## src/hdl/mandelbrot_escape_time_pixel_defines.svh

```systemverilog
// ----------------------------------------------------------------------------
// mandelbrot escape-time pixel: assertion macros
// shared concurrent assertion forms, clocked and disabled during reset
// ----------------------------------------------------------------------------
`ifndef MANDELBROT_ESCAPE_TIME_PIXEL_DEFINES_SVH
`define MANDELBROT_ESCAPE_TIME_PIXEL_DEFINES_SVH

// same-cycle property
`define MBET_ASSERT(label, clk, rst_n, prop) \
  label: assert property (@(posedge clk) disable iff (!rst_n) (prop)) \
    else $error("mbet assertion failed");

// antecedent implies consequent in the next cycle
`define MBET_ASSERT_NEXT(label, clk, rst_n, ante, cons) \
  label: assert property (@(posedge clk) disable iff (!rst_n) (ante) |=> (cons)) \
    else $error("mbet assertion failed");

`endif

```

## src/hdl/mbet_pkg.sv

```systemverilog
// ----------------------------------------------------------------------------
// mbet_pkg
// shared constants, command/status types and helper functions
// ----------------------------------------------------------------------------
package mbet_pkg;

  localparam int ITER_LIMIT   = 150;
  localparam int PALETTE_SIZE = 17;
  localparam int MAX_DIM      = 4096;

  localparam int Q_FRAC    = 28;
  localparam int Z_W       = 32;
  localparam int PROD_W    = 2 * Z_W;
  localparam int DIM_W     = 13;
  localparam int POS_W     = 12;
  localparam int DEN_W     = $clog2(MAX_DIM);
  localparam int TRI_W     = DEN_W + 2;
  localparam int DIV_STEPS = Q_FRAC + 2;
  localparam int DIV_CNT_W = $clog2(DIV_STEPS);
  localparam int ITER_W    = $clog2(ITER_LIMIT + 1);
  localparam int IDX_W     = 5;
  localparam int PAL_MOD   = PALETTE_SIZE - 1;
  localparam int COLOR_W   = 8;

  localparam int ADDR_W   = 3;
  localparam int DATA_W   = 32;

  // register indexes
  localparam logic REG_WIDTH  = 1'b0;
  localparam logic REG_HEIGHT = 1'b1;

  localparam logic [DIM_W-1:0] WIDTH_RST  = DIM_W'(640);
  localparam logic [DIM_W-1:0] HEIGHT_RST = DIM_W'(480);

  // -2.25 and -1.5 in q4.28
  localparam logic signed [Z_W-1:0] RE_MIN = -32'sd603979776;
  localparam logic signed [Z_W-1:0] IM_MIN = -32'sd402653184;

  // 4.0 in q8.56, one guard bit for the unsigned sum
  localparam logic [PROD_W:0] ESCAPE_Q = (PROD_W + 1)'(4) << (2 * Q_FRAC);

  typedef struct packed {
    logic load;
    logic div_step;
    logic mul;
    logic upd;
    logic out_load;
  } mbet_cmd_t;

  typedef struct packed {
    logic escape;
    logic k_last;
  } mbet_sts_t;

  typedef struct packed {
    logic [COLOR_W-1:0] r;
    logic [COLOR_W-1:0] g;
    logic [COLOR_W-1:0] b;
  } mbet_rgb_t;

  // dimension clamped to 2..MAX_DIM, minus one
  function automatic logic [DEN_W-1:0] den_of(logic [DIM_W-1:0] dim);
    logic [DIM_W-1:0] eff;
    if (dim < DIM_W'(2)) begin
      eff = DIM_W'(2);
    end else if (dim > DIM_W'(MAX_DIM)) begin
      eff = DIM_W'(MAX_DIM);
    end else begin
      eff = dim;
    end
    den_of = DEN_W'(eff - DIM_W'(1));
  endfunction

  // q8.56 to q4.28, round half up
  function automatic logic signed [Z_W-1:0] rescale(logic signed [PROD_W-1:0] v);
    logic [PROD_W-1:0] t;
    t = v + (PROD_W'(1) << (Q_FRAC - 1));
    rescale = t[Q_FRAC+Z_W-1:Q_FRAC];
  endfunction

  function automatic mbet_rgb_t palette_rgb(logic [IDX_W-1:0] idx);
    mbet_rgb_t c;
    case (idx)
      IDX_W'(0):  c = '{8'd0,   8'd0,   8'd0};
      IDX_W'(1):  c = '{8'd0,   8'd0,   8'd191};
      IDX_W'(2):  c = '{8'd0,   8'd0,   8'd255};
      IDX_W'(3):  c = '{8'd0,   8'd64,  8'd255};
      IDX_W'(4):  c = '{8'd0,   8'd128, 8'd255};
      IDX_W'(5):  c = '{8'd0,   8'd191, 8'd255};
      IDX_W'(6):  c = '{8'd0,   8'd255, 8'd255};
      IDX_W'(7):  c = '{8'd64,  8'd255, 8'd191};
      IDX_W'(8):  c = '{8'd128, 8'd255, 8'd128};
      IDX_W'(9):  c = '{8'd191, 8'd255, 8'd64};
      IDX_W'(10): c = '{8'd255, 8'd255, 8'd0};
      IDX_W'(11): c = '{8'd255, 8'd191, 8'd0};
      IDX_W'(12): c = '{8'd255, 8'd128, 8'd0};
      IDX_W'(13): c = '{8'd255, 8'd64,  8'd0};
      IDX_W'(14): c = '{8'd255, 8'd0,   8'd0};
      IDX_W'(15): c = '{8'd191, 8'd0,   8'd0};
      default:    c = '{8'd128, 8'd0,   8'd0};
    endcase
    palette_rgb = c;
  endfunction

endpackage

```

## src/hdl/mbet_ctrl.sv

```systemverilog
// ----------------------------------------------------------------------------
// mbet_ctrl
// sequencer: coordinate divide, multiply/update loop, result hand-off
// ----------------------------------------------------------------------------
`include "mandelbrot_escape_time_pixel_defines.svh"

module mbet_ctrl (
  input  logic                clk_i,
  input  logic                rst_ni,
  input  logic                in_valid_i,
  output logic                in_ready_o,
  output logic                out_valid_o,
  input  logic                out_ready_i,
  input  mbet_pkg::mbet_sts_t sts_i,
  output mbet_pkg::mbet_cmd_t cmd_o
);

  typedef enum logic [4:0] {
    S_IDLE = 5'b00001,
    S_DIV  = 5'b00010,
    S_MUL  = 5'b00100,
    S_CHK  = 5'b01000,
    S_DONE = 5'b10000
  } mbet_state_e;

  mbet_state_e                    state_q, state_d;
  logic [mbet_pkg::DIV_CNT_W-1:0] cnt_q, cnt_d;
  logic                           out_valid_q, out_valid_d;
  mbet_pkg::mbet_cmd_t            cmd;
  logic                           div_last;

  assign div_last = (cnt_q == mbet_pkg::DIV_CNT_W'(mbet_pkg::DIV_STEPS - 1));

  always_comb begin
    state_d = state_q;
    cnt_d   = cnt_q;
    cmd     = '0;
    case (state_q)
      S_IDLE: begin
        if (in_valid_i) begin
          cmd.load = 1'b1;
          cnt_d    = '0;
          state_d  = S_DIV;
        end
      end
      S_DIV: begin
        cmd.div_step = 1'b1;
        cnt_d        = cnt_q + mbet_pkg::DIV_CNT_W'(1);
        if (div_last) begin
          state_d = S_MUL;
        end
      end
      S_MUL: begin
        cmd.mul = 1'b1;
        state_d = S_CHK;
      end
      S_CHK: begin
        if (sts_i.escape) begin
          state_d = S_DONE;
        end else begin
          cmd.upd = 1'b1;
          state_d = sts_i.k_last ? S_DONE : S_MUL;
        end
      end
      S_DONE: begin
        if (!out_valid_q || out_ready_i) begin
          cmd.out_load = 1'b1;
          state_d      = S_IDLE;
        end
      end
      default: begin
        state_d = S_IDLE;
      end
    endcase
  end

  always_comb begin
    if (cmd.out_load) begin
      out_valid_d = 1'b1;
    end else if (out_ready_i) begin
      out_valid_d = 1'b0;
    end else begin
      out_valid_d = out_valid_q;
    end
  end

  always_ff @(posedge clk_i or negedge rst_ni) begin
    if (!rst_ni) begin
      state_q     <= S_IDLE;
      cnt_q       <= '0;
      out_valid_q <= 1'b0;
    end else begin
      state_q     <= state_d;
      cnt_q       <= cnt_d;
      out_valid_q <= out_valid_d;
    end
  end

  assign in_ready_o  = (state_q == S_IDLE);
  assign out_valid_o = out_valid_q;
  assign cmd_o       = cmd;

  `MBET_ASSERT(a_no_result_overwrite, clk_i, rst_ni, cmd.out_load |-> (!out_valid_q || out_ready_i))
  `MBET_ASSERT_NEXT(a_accept_starts_div, clk_i, rst_ni, in_valid_i && in_ready_o, state_q == S_DIV && cnt_q == '0)
  `MBET_ASSERT_NEXT(a_div_then_mul, clk_i, rst_ni, state_q == S_DIV && div_last, state_q == S_MUL)

endmodule

```

## config.mk

```make
export PLATFORM = sky130hd
export DESIGN_NAME = mbet_ctrl
export DESIGN_NICKNAME = d
export VERILOG_FILES = /design/src/hdl/mbet_pkg.sv /design/src/hdl/mbet_ctrl.sv
export VERILOG_INCLUDE_DIRS = /design/src /design/src/hdl
export SDC_FILE = /design/constraint.sdc
export NUM_CORES = 1
export LEC_CHECK = 0
export BUFFER_PORTS_ARGS = -buffer_cell sky130_fd_sc_hd__buf_2
export CAP_MARGIN = 0
export CORE_AREA = 2 2 39 41
export CTS_BUF_LIST = sky130_fd_sc_hd__clkbuf_2 sky130_fd_sc_hd__clkbuf_4 sky130_fd_sc_hd__clkbuf_8
export CTS_CLUSTER_DIAMETER = 200
export CTS_CLUSTER_SIZE = 40
export DETAILED_ROUTE_END_ITERATION = 10
export DIE_AREA = 0 0 41 43
export GPL_ROUTABILITY_DRIVEN = 1
export GPL_TIMING_DRIVEN = 0
export PLACE_DENSITY = 0.74
export SYNTH_ARGS = -nofsm -noshare
export SYNTH_HDL_FRONTEND = slang
export SYNTH_SLANG_ARGS = --single-unit
export TNS_END_PERCENT = 1
```

## constraint.sdc

```tcl
create_clock -name clk_i -period 2.61 [get_ports clk_i]
set_clock_uncertainty 0.15 [all_clocks]
set_input_delay 0 -clock clk_i [delete_from_list [all_inputs] [get_ports clk_i]]
set_output_delay 0 -clock clk_i [all_outputs]
set_load 0.03 [all_outputs]
```

==> results.yml, run 1 <==
outcome:
  status: "finished clean"
placed_design:
  dp_hpwl_mm: 1.031
  placed_area_um2: 750.7
  dp_cells: 99
  io_buffers: 12
  place_congestion: 0.7056
sta:
  period_share: 0.8240
  relSlewSlack: 0.6605
  rsz0062_at_grt: "false"
  finalSetupViolCount: 0
  hold_violations: 0
  period_needed_ns: 2.151
  tightest_slew_ns: 0.5075
  drv_slew: 0
  hold_ws_ns: 0.03660
  setup_tns_ns: 0
  clock.fmax_mhz: 465.0
logic_synthesis:
  ys_dominant_reg_cell: "dfrtp_1"
  syn_inst: 71
  ys_ff_latch: 11
  syn-num-nets: 79
  async_reset_ff_frac: 1.000
  synth_edf_count: 0
  synth.distinct_cells: 35
  syn_area_per_cell_um2: 9.446
  ys_warn_count: 0
  syn_area_um2: 670.6
  yosysSeqAreaShare: 0.4123
finish:
  finish.instance_area_um2: 860.8
  area_growth_pct: 28.36
  final_cells: 111
  final_util: 0.6221
  layout.nets: 104
  diodes: 0
  drive_gt1_frac: 0.2316
power:
  leakagePower_nw: 0.4185
  power.density_nw_per_um2: 807.4
  ir_drop_uv: 660.5
routing:
  wl_per_cell_um: 13.50
  viasPerCell: 5.559
  vias: 617
  drc_errors: 0
  wirelength_mm: 1.499
  drt_iter0_drc: 21
  dr.pass1.iters: 4
  drt.antenna.violating_nets: 0
flow_run:
  maxCapViolCount: 0
setup_path:
  rrSetupSlack_ns: 0.46
  timing.rr.end: "state_q[2]"
  cp_max_fo: 10
  crit_required_ns: 2.62
  reg2reg_depth: 5
  endpoint_kind: "flip-flop"
  reg2reg_from: "state_q[0]"
  crit_arrival_ns: 2.16
  crit_type: "reg2reg"
  cp-start-kind: "flip-flop"
cts:
  cts_made_buffers: 3
  clk_pin_slew_worst_paths_ns: 0.08
  cts_tree: "yes"
  htree_levels: 1
  clock_latency_ns: 0.28
  cts-root-buf: "clkbuf_4"
  clock-sinks: 11
  postCtsSetupBuffers: 0
  clk_path_buf_depth: 2
  cts_resized: 0
floorplan:
  core_um2: 1384
  row_count: 14
  fp.dieH_um: 43
  initial_core_util: 0.4846
  die_w_um: 41
  ioPinCount: 13
  dieArea_um2: 1763
grt:
  grt_pass1_wl_mm: 2.504
  grt_usage: 0.2112
  grt_pass1_vias: 560
  antenna_found_initial: 0
  grt_max_degree: 11
  grt.overflow.total: 0
worst_hold_path:
  hold_class: "in2async"
-- cells in the final DEF (no fill, tap or decap), types with 2 or more instances in the layout --
cell           Yosys  layout
dlygate4sd3_1      0       8
and4b_1            2       2
clkbuf_4           0       4
nor4b_1            2       2
nor2_1             6       6
nor3_1             2       2
buf_4              2       2
xor2_1             3       3
nand3_1            2       2
nand2b_1           4       4
o22ai_1            2       2
inv_1              4       4
buf_2              1      13
ha_1               2       2
nand4_1            2       2
nand2_1            3       3
clkbuf_1           2       2
a21oi_1            3       3
dfrtp_1           10      10
o2bb2ai_1          2       2
-- logic make-up (layout without fill, tap and decap cells) --
group | Yosys count | count (layout) | synth area share
xor gates and xnor gates | 3 | 3 | 0.03919
adders and majority gates | 2 | 2 | 0.03731
AOI/OAI and AO/OA | 14 | 14 | 0.1493
and+or+nand+nor | 31 | 31 | 0.2817
DFF | 11 | 11 | 0.4123
buffers and inverters | 10 | 34 | 0.08021
-- synth_stat cells (2+ instances only) --
cell / n / area share
nand2_1: 3 / 0.017
ha_1: 2 / 0.037
xor2_1: 3 / 0.039
nand2b_1: 4 / 0.037
nor3_1: 2 / 0.015
a21oi_1: 3 / 0.022
buf_4: 2 / 0.022
dfrtp_1: 10 / 0.37
nor2_1: 6 / 0.034
inv_1: 4 / 0.022
o2bb2ai_1: 2 / 0.026
o22ai_1: 2 / 0.019
nand4_1: 2 / 0.019
clkbuf_1: 2 / 0.011
and4b_1: 2 / 0.030
nand3_1: 2 / 0.015
nor4b_1: 2 / 0.026
-- worst max path at each step --
| stage | startpoint | to | cells after the start |
|---|---|---|---|
| after detailed placement | state_q[0] | cnt_q[2] | 4 |
| after global routing | state_q[2] | state_q[2] | 5 |
| final | state_q[0] | state_q[2] | 5 |
| after floorplan | state_q[0] | state_q[1] | 4 |
| after global placement | state_q[0] | cnt_q[2] | 4 |
| after CTS | state_q[0] | state_q[2] | 5 |
-- registers in the layout (all words and copies together) (netlist names) --
name and flops:
state_q 5, out_valid_o 1, cnt_q 5
-- power breakdown --
| group | internal [W] | switching [W] | leakage (nW) |
|---|---|---|---|
| Combinational | 0.000123 | 0.000195 | 0.254 |
| Clock | 0.0000698 | 0.0000651 | 0.0184 |
| Sequential | 0.000213 | 0.0000288 | 0.146 |
-- area by class of cell --
class | count | area (um2)
well taps | 16 | 20.02
multi-input cells | 50 | 340.3
repair buffers | 20 | 140.1
inverters | 4 | 15.01
fillers | 123 | 523.0
flip-flops and latches | 11 | 276.5
plain buffers | 6 | 38.79
clock buffers | 4 | 30.03
-- worst max-delay path, stage by stage, from the launching register on --
cell and delay (ns):
dfstp_2 0.52, clkbuf_1 0.33, nor2b_1 0.16, nand2_1 0.21, o32ai_1 0.10, dlygate4sd3_1 0.56
-- metrics by stage --
stage	total power, W	setup WS [ns]
4_1_cts	0.0006956	0.4722
5_1_grt	0.0007385	0.2775
6_report	0.0006951	0.4595
3_5_place_dp	0.0005538	0.9026
2_1_floorplan	0.0004754	0.8755
3_3_place_gp	0.0005377	0.8703
-- layer usage --
metal  vias up  routed length (um)  GRT usage
met1       294                 678     0.2600
met4         0                  25     0.1200
met2        14                 742     0.3219
met3         2                  53    0.04712
li1        307                   -          -
met5         -                   0          0
-- repair_timing --
action                                  CTS  global route
endpoints found under the setup margin    0             0
hold buffers                              8             0
endpoints found under the hold margin    15             0
Note: power is estimated with default switching activity, not from simulation.
==> inputs of run 2 (changes only) <==
- clock period: 2.61 -> 2.1 ns (I/O delays scaled with it)
==> run 2 against run 1 <==
Against the previous run: worst setup slack got worse by 0.28 ns; critical path depth unchanged; wire length is 0.33% lower; sequential share of layout area increased by 0.52 points; via count rose by 1.9%; critical endpoint is now state_q[4].
==> results.yml, run 2 (synthesized netlist as in run 1, its figures left out) <==
floorplan:
  core_um2: 1384
  initial_core_util: 0.4846
  ioPinCount: 13
  die_w_um: 41
  dieArea_um2: 1763
  row_count: 14
  fp.dieH_um: 43
finish:
  final_common_cell: "buf_2"
  n_fill_cell: 127
  finish.instance_area_um2: 847.1
  layout.nets: 102
  final_cells: 109
  drive_gt1_frac: 0.2366
  diodes: 0
  final_cell_mix: "buf_2, dfrtp_1, dlygate4sd3_1, nor2_1"
  area_growth_pct: 26.31
  final_util: 0.6121
sta:
  setup_tns_ns: 0
  relSlewSlack: 0.6542
  hold_violations: 0
  clock.fmax_mhz: 519.6
  rsz0062_at_grt: "false"
  period_needed_ns: 1.924
  drv_slew: 0
  timing.final.ws_setup_ns: 0.1756
  tightest_slew_ns: 0.5170
  finalSetupViolCount: 0
  period_share: 0.9164
setup_path:
  endpoint_kind: "flip-flop"
  crit_path_cell_trace: "buf_2 > nor4_1 > nand2_1 > o22ai_1 > dlygate4sd3_1"
  slowest_stage: "dlygate4sd3_1"
  cp-start-kind: "flip-flop"
  critPathTopFamily: "buffers and inverters"
  timing.rr.end: "state_q[4]"
  rrSetupSlack_ns: 0.18
  crit_arrival_ns: 1.99
  crit_required_ns: 2.17
  reg2reg_from: "state_q[2]"
  cpPeakStageDelay_ns: 0.56
  crit_buf_inv: 2
  cp_max_fo: 10
  reg2reg_depth: 5
  crit_type: "reg2reg"
routing:
  vias: 629
  drt.antenna.violating_nets: 0
  viasPerCell: 5.771
  met3_length_um: 77
  wirelength_mm: 1.494
  route.top_layer_used: "met4"
  drt_iter0_drc: 16
  drt-met1-wl_um: 652
  drc_errors: 0
  dr_wl_met2_um: 737
  wl_per_cell_um: 13.71
  dr.pass1.iters: 4
cts:
  cts_made_buffers: 3
  cts-root-buf: "clkbuf_4"
  postCtsSetupBuffers: 0
  clk_pin_slew_worst_paths_ns: 0.08
  clock_latency_ns: 0.28
  cts_resized: 0
  htree_levels: 1
  clock-sinks: 11
  clk_path_buf_depth: 2
  cts_tree: "yes"
power:
  leakagePower_nw: 0.4103
  power.density_nw_per_um2: 1018
  ir_drop_uv: 821.4
placed_design:
  io_buffers: 12
  placed_area_um2: 750.7
  place_congestion: 0.7056
  place_ws_ns: 0.3926
  dp_hpwl_mm: 1.031
  dp_cells: 99
worst_hold_path:
  hold_class: "in2async"
grt:
  grt_usage: 0.2091
  grt_pass1_wl_mm: 2.484
  grt_max_degree: 11
  antenna_found_initial: 0
  grt.overflow.total: 0
  grt_pass1_vias: 552
outcome:
  status: "finished clean"
flow_run:
  maxCapViolCount: 0
## run 2: cell types whose count changed in the layout (fill, tap and decap cells not counted), sizes merged
| cell | previous run | this run |
|---|---|---|
| dlygate4sd3 | 8 | 7 |
| clkbuf | 6 | 5 |
## run 2: worst max path at each step
stage / from / endpoint / cells after the start
final: state_q[2] / state_q[4] / 5
after global routing: state_q[1] / state_q[4] / 5
after CTS: state_q[0] / state_q[4] / 5
after detailed placement: state_q[0] / cnt_q[2] / 4
after global placement: state_q[0] / cnt_q[2] / 4
after floorplan: state_q[0] / state_q[1] / 4
## run 2: what timing repair did
item	4_1_cts	5_1_grt
hold buffers	7	0
setup endpoints to repair	0	1
endpoints found under the hold margin	15	0
## run 2: cell type report
class	instances	area [um2]	area share
Buffer	5	35.03	0.04136
Clock buffer	4	30.03	0.03545
Inverter	4	15.01	0.01773
Multi-Input combinational cell	50	340.3	0.4018
Sequential cell	11	276.5	0.3264
Tap cell	16	20.02	0.02363
Timing Repair Buffer	19	130.1	0.1536
## run 2: per-stage QoR
| stage | power, W | hold slack [ns] |
|---|---|---|
| floorplan | 0.0005909 | -0.4456 |
| global placement | 0.0006683 | -0.2671 |
| detailed placement | 0.0006883 | -0.2621 |
| CTS | 0.0008645 | 0.02137 |
| global route | 0.0009134 | 0.06151 |
| finish | 0.0008625 | 0.03620 |
## run 2: power by group
group,leakage (nW),internal (W),total [W],switching (W)
combinational,0.246,0.000149,0.000367,0.000218
clock,0.0184,0.0000867,0.000168,0.0000811
sequential,0.146,0.000267,0.000328,0.0000607
## run 2: routing by layer
metal / global-route usage / up-vias
met5: 0 / -
met4: 0.1200 / 0
met1: 0.2600 / 296
met3: 0.04712 / 4
met2: 0.3156 / 27
li1: - / 302
## run 2: worst register-to-register path: cells and delay by family, from the launching register on
| family | cells | cell delay [ns] |
|---|---|---|
| compound gates | 1 | 0.15 |
| simple gates | 2 | 0.48 |
| buf+inv | 2 | 0.73 |
| flops | 1 | 0.36 |
==> inputs of run 3 (changes only) <==
- HOLD_SLACK_MARGIN: default -> 0.08
==> run 3 against run 2 <==
Against the previous run: sequential cell count is the same; cell area grew 1.2%; combinational power is essentially flat; sequential power is essentially flat; via count shrank 0.95%; first-iteration DRC count is the same; clock power is essentially flat; global-route usage grew 0.20 points; utilization grew 0.72 points; final cell count grew 0.92%; non-clock buffer count grew 1; critical path type unchanged.
==> results.yml, run 3 (synthesized netlist as in run 1, its figures left out) <==
setup_path:
  cp_max_fo: 10
  endpoint: "state_q[4]"
  crit_type: "reg2reg"
  reg2reg_depth: 5
  crit_arrival_ns: 1.99
  startpoint: "state_q[2]"
  cp-start-kind: "flip-flop"
  timing.rr.end: "state_q[4]"
  crit_required_ns: 2.17
  endpoint_kind: "flip-flop"
  reg2reg_from: "state_q[2]"
  rrSetupSlack_ns: 0.18
worst_hold_path:
  hold_class: "in2reg"
sta:
  drv_slew: 0
  tightest_slew_ns: 0.5194
  setup_tns_ns: 0
  clock.fmax_mhz: 520.9
  finalSetupViolCount: 0
  relSlewSlack: 0.6526
  period_share: 0.9142
  rsz0062_at_grt: "false"
  timing.final.ws_setup_ns: 0.1801
  hold_violations: 0
  period_needed_ns: 1.920
cts:
  cts_made_buffers: 3
  clock_latency_ns: 0.28
  htree_levels: 1
  clock-sinks: 11
  cts_tree: "yes"
  clk_pin_slew_worst_paths_ns: 0.07
  cts-root-buf: "clkbuf_4"
  cts_resized: 0
  clk_path_buf_depth: 2
routing:
  wirelength_mm: 1.503
  drc_errors: 0
  viasPerCell: 5.664
  vias: 623
  dr.pass1.iters: 4
  drt_iter0_drc: 16
  drt.antenna.violating_nets: 0
  wl_per_cell_um: 13.66
grt:
  grt_usage: 0.2112
  grt_pass1_wl_mm: 2.504
  grt_max_degree: 11
  grt.overflow.total: 0
  antenna_found_initial: 0
  grt_pass1_vias: 558
power:
  ir_drop_uv: 820.9
  leakagePower_nw: 0.4145
  power.density_nw_per_um2: 1006
floorplan:
  core_um2: 1384
  initial_core_util: 0.4846
  row_count: 14
  fp.dieH_um: 43
  dieArea_um2: 1763
  ioPinCount: 13
  die_w_um: 41
finish:
  diodes: 0
  final_common_cell: "buf_2"
  layout.nets: 103
  n_fill_cell: 127
  area_growth_pct: 27.80
  final_util: 0.6193
  drive_gt1_frac: 0.2340
  final_cell_mix: "buf_2, dfrtp_1, dlygate4sd3_1, nor2_1"
placed_design:
  io_buffers: 12
  place_congestion: 0.7056
  place_ws_ns: 0.3926
  dp_hpwl_mm: 1.031
flow_run:
  maxCapViolCount: 0
outcome:
  status: "finished clean"
-- run 3: cell count changes in the layout (fill, tap and decap cells not counted), sizes merged --
cell | before | now
dlygate4sd3 | 7 | 8
-- run 3: through the flow --
| stage | cells | total power (W) | hold slack (ns) | cell area, um2 |
|---|---|---|---|---|
| 2_1_floorplan | 71 | 0.0005909 | -0.4456 | 670.6 |
| 3_3_place_gp | 99 | 0.0006683 | -0.2671 | 750.7 |
| 3_5_place_dp | 99 | 0.0006883 | -0.2621 | 750.7 |
| 4_1_cts | 111 | 0.0008659 | 0.3220 | 860.8 |
| 5_1_grt | 110 | 0.0009151 | 0.3401 | 857.1 |
| 6_report | 110 | 0.0008619 | 0.3158 | 857.1 |
-- run 3: worst min-delay path by stage --
| stage | start | endpoint | cells after the start |
|---|---|---|---|
| floorplan | rst_ni | cnt_q[0] | 0 |
| global placement | rst_ni | state_q[3] | 1 |
| detailed placement | rst_ni | state_q[3] | 1 |
| CTS | sts_i[0] | state_q[2] | 3 |
| global route | sts_i[0] | state_q[2] | 3 |
| finish | sts_i[0] | state_q[2] | 3 |
-- run 3: cell type report --
cell class / count / area, um2 / area share
Buffer: 5 / 35.03 / 0.04088
Sequential cell: 11 / 276.5 / 0.3226
Clock buffer: 4 / 30.03 / 0.03504
Timing Repair Buffer: 20 / 140.1 / 0.1635
Inverter: 4 / 15.01 / 0.01752
Tap cell: 16 / 20.02 / 0.02336
Multi-Input combinational cell: 50 / 340.3 / 0.3971
-- run 3: metal layers --
metal	vias to the layer above	part of all wire	global-route usage
li1	304	-	-
met1	303	0.43	0.2600
met2	14	0.52	0.3219
met3	2	0.036	0.04712
met4	0	0.015	0.1200
met5	-	0	0
-- run 3: power breakdown --
part | internal, W | switching [W] | leakage, nW
Combinational | 0.000150 | 0.000216 | 0.250
Clock | 0.0000867 | 0.0000815 | 0.0184
Sequential | 0.000267 | 0.0000602 | 0.146
Total | 0.000504 | 0.000358 | 0.415
-- run 3: critical path, stage by stage, from the launching register on --
cell	delay [ns]
dfrtp_1	0.36
buf_2	0.17
nor4_1	0.36
nand2_1	0.12
o22ai_1	0.15
dlygate4sd3_1	0.56
-- run 3: timing repair --
item	CTS	global route
setup buffers	0	0
setup endpoints to repair	0	1
endpoints found under the hold margin	17	0
hold buffers	8	0
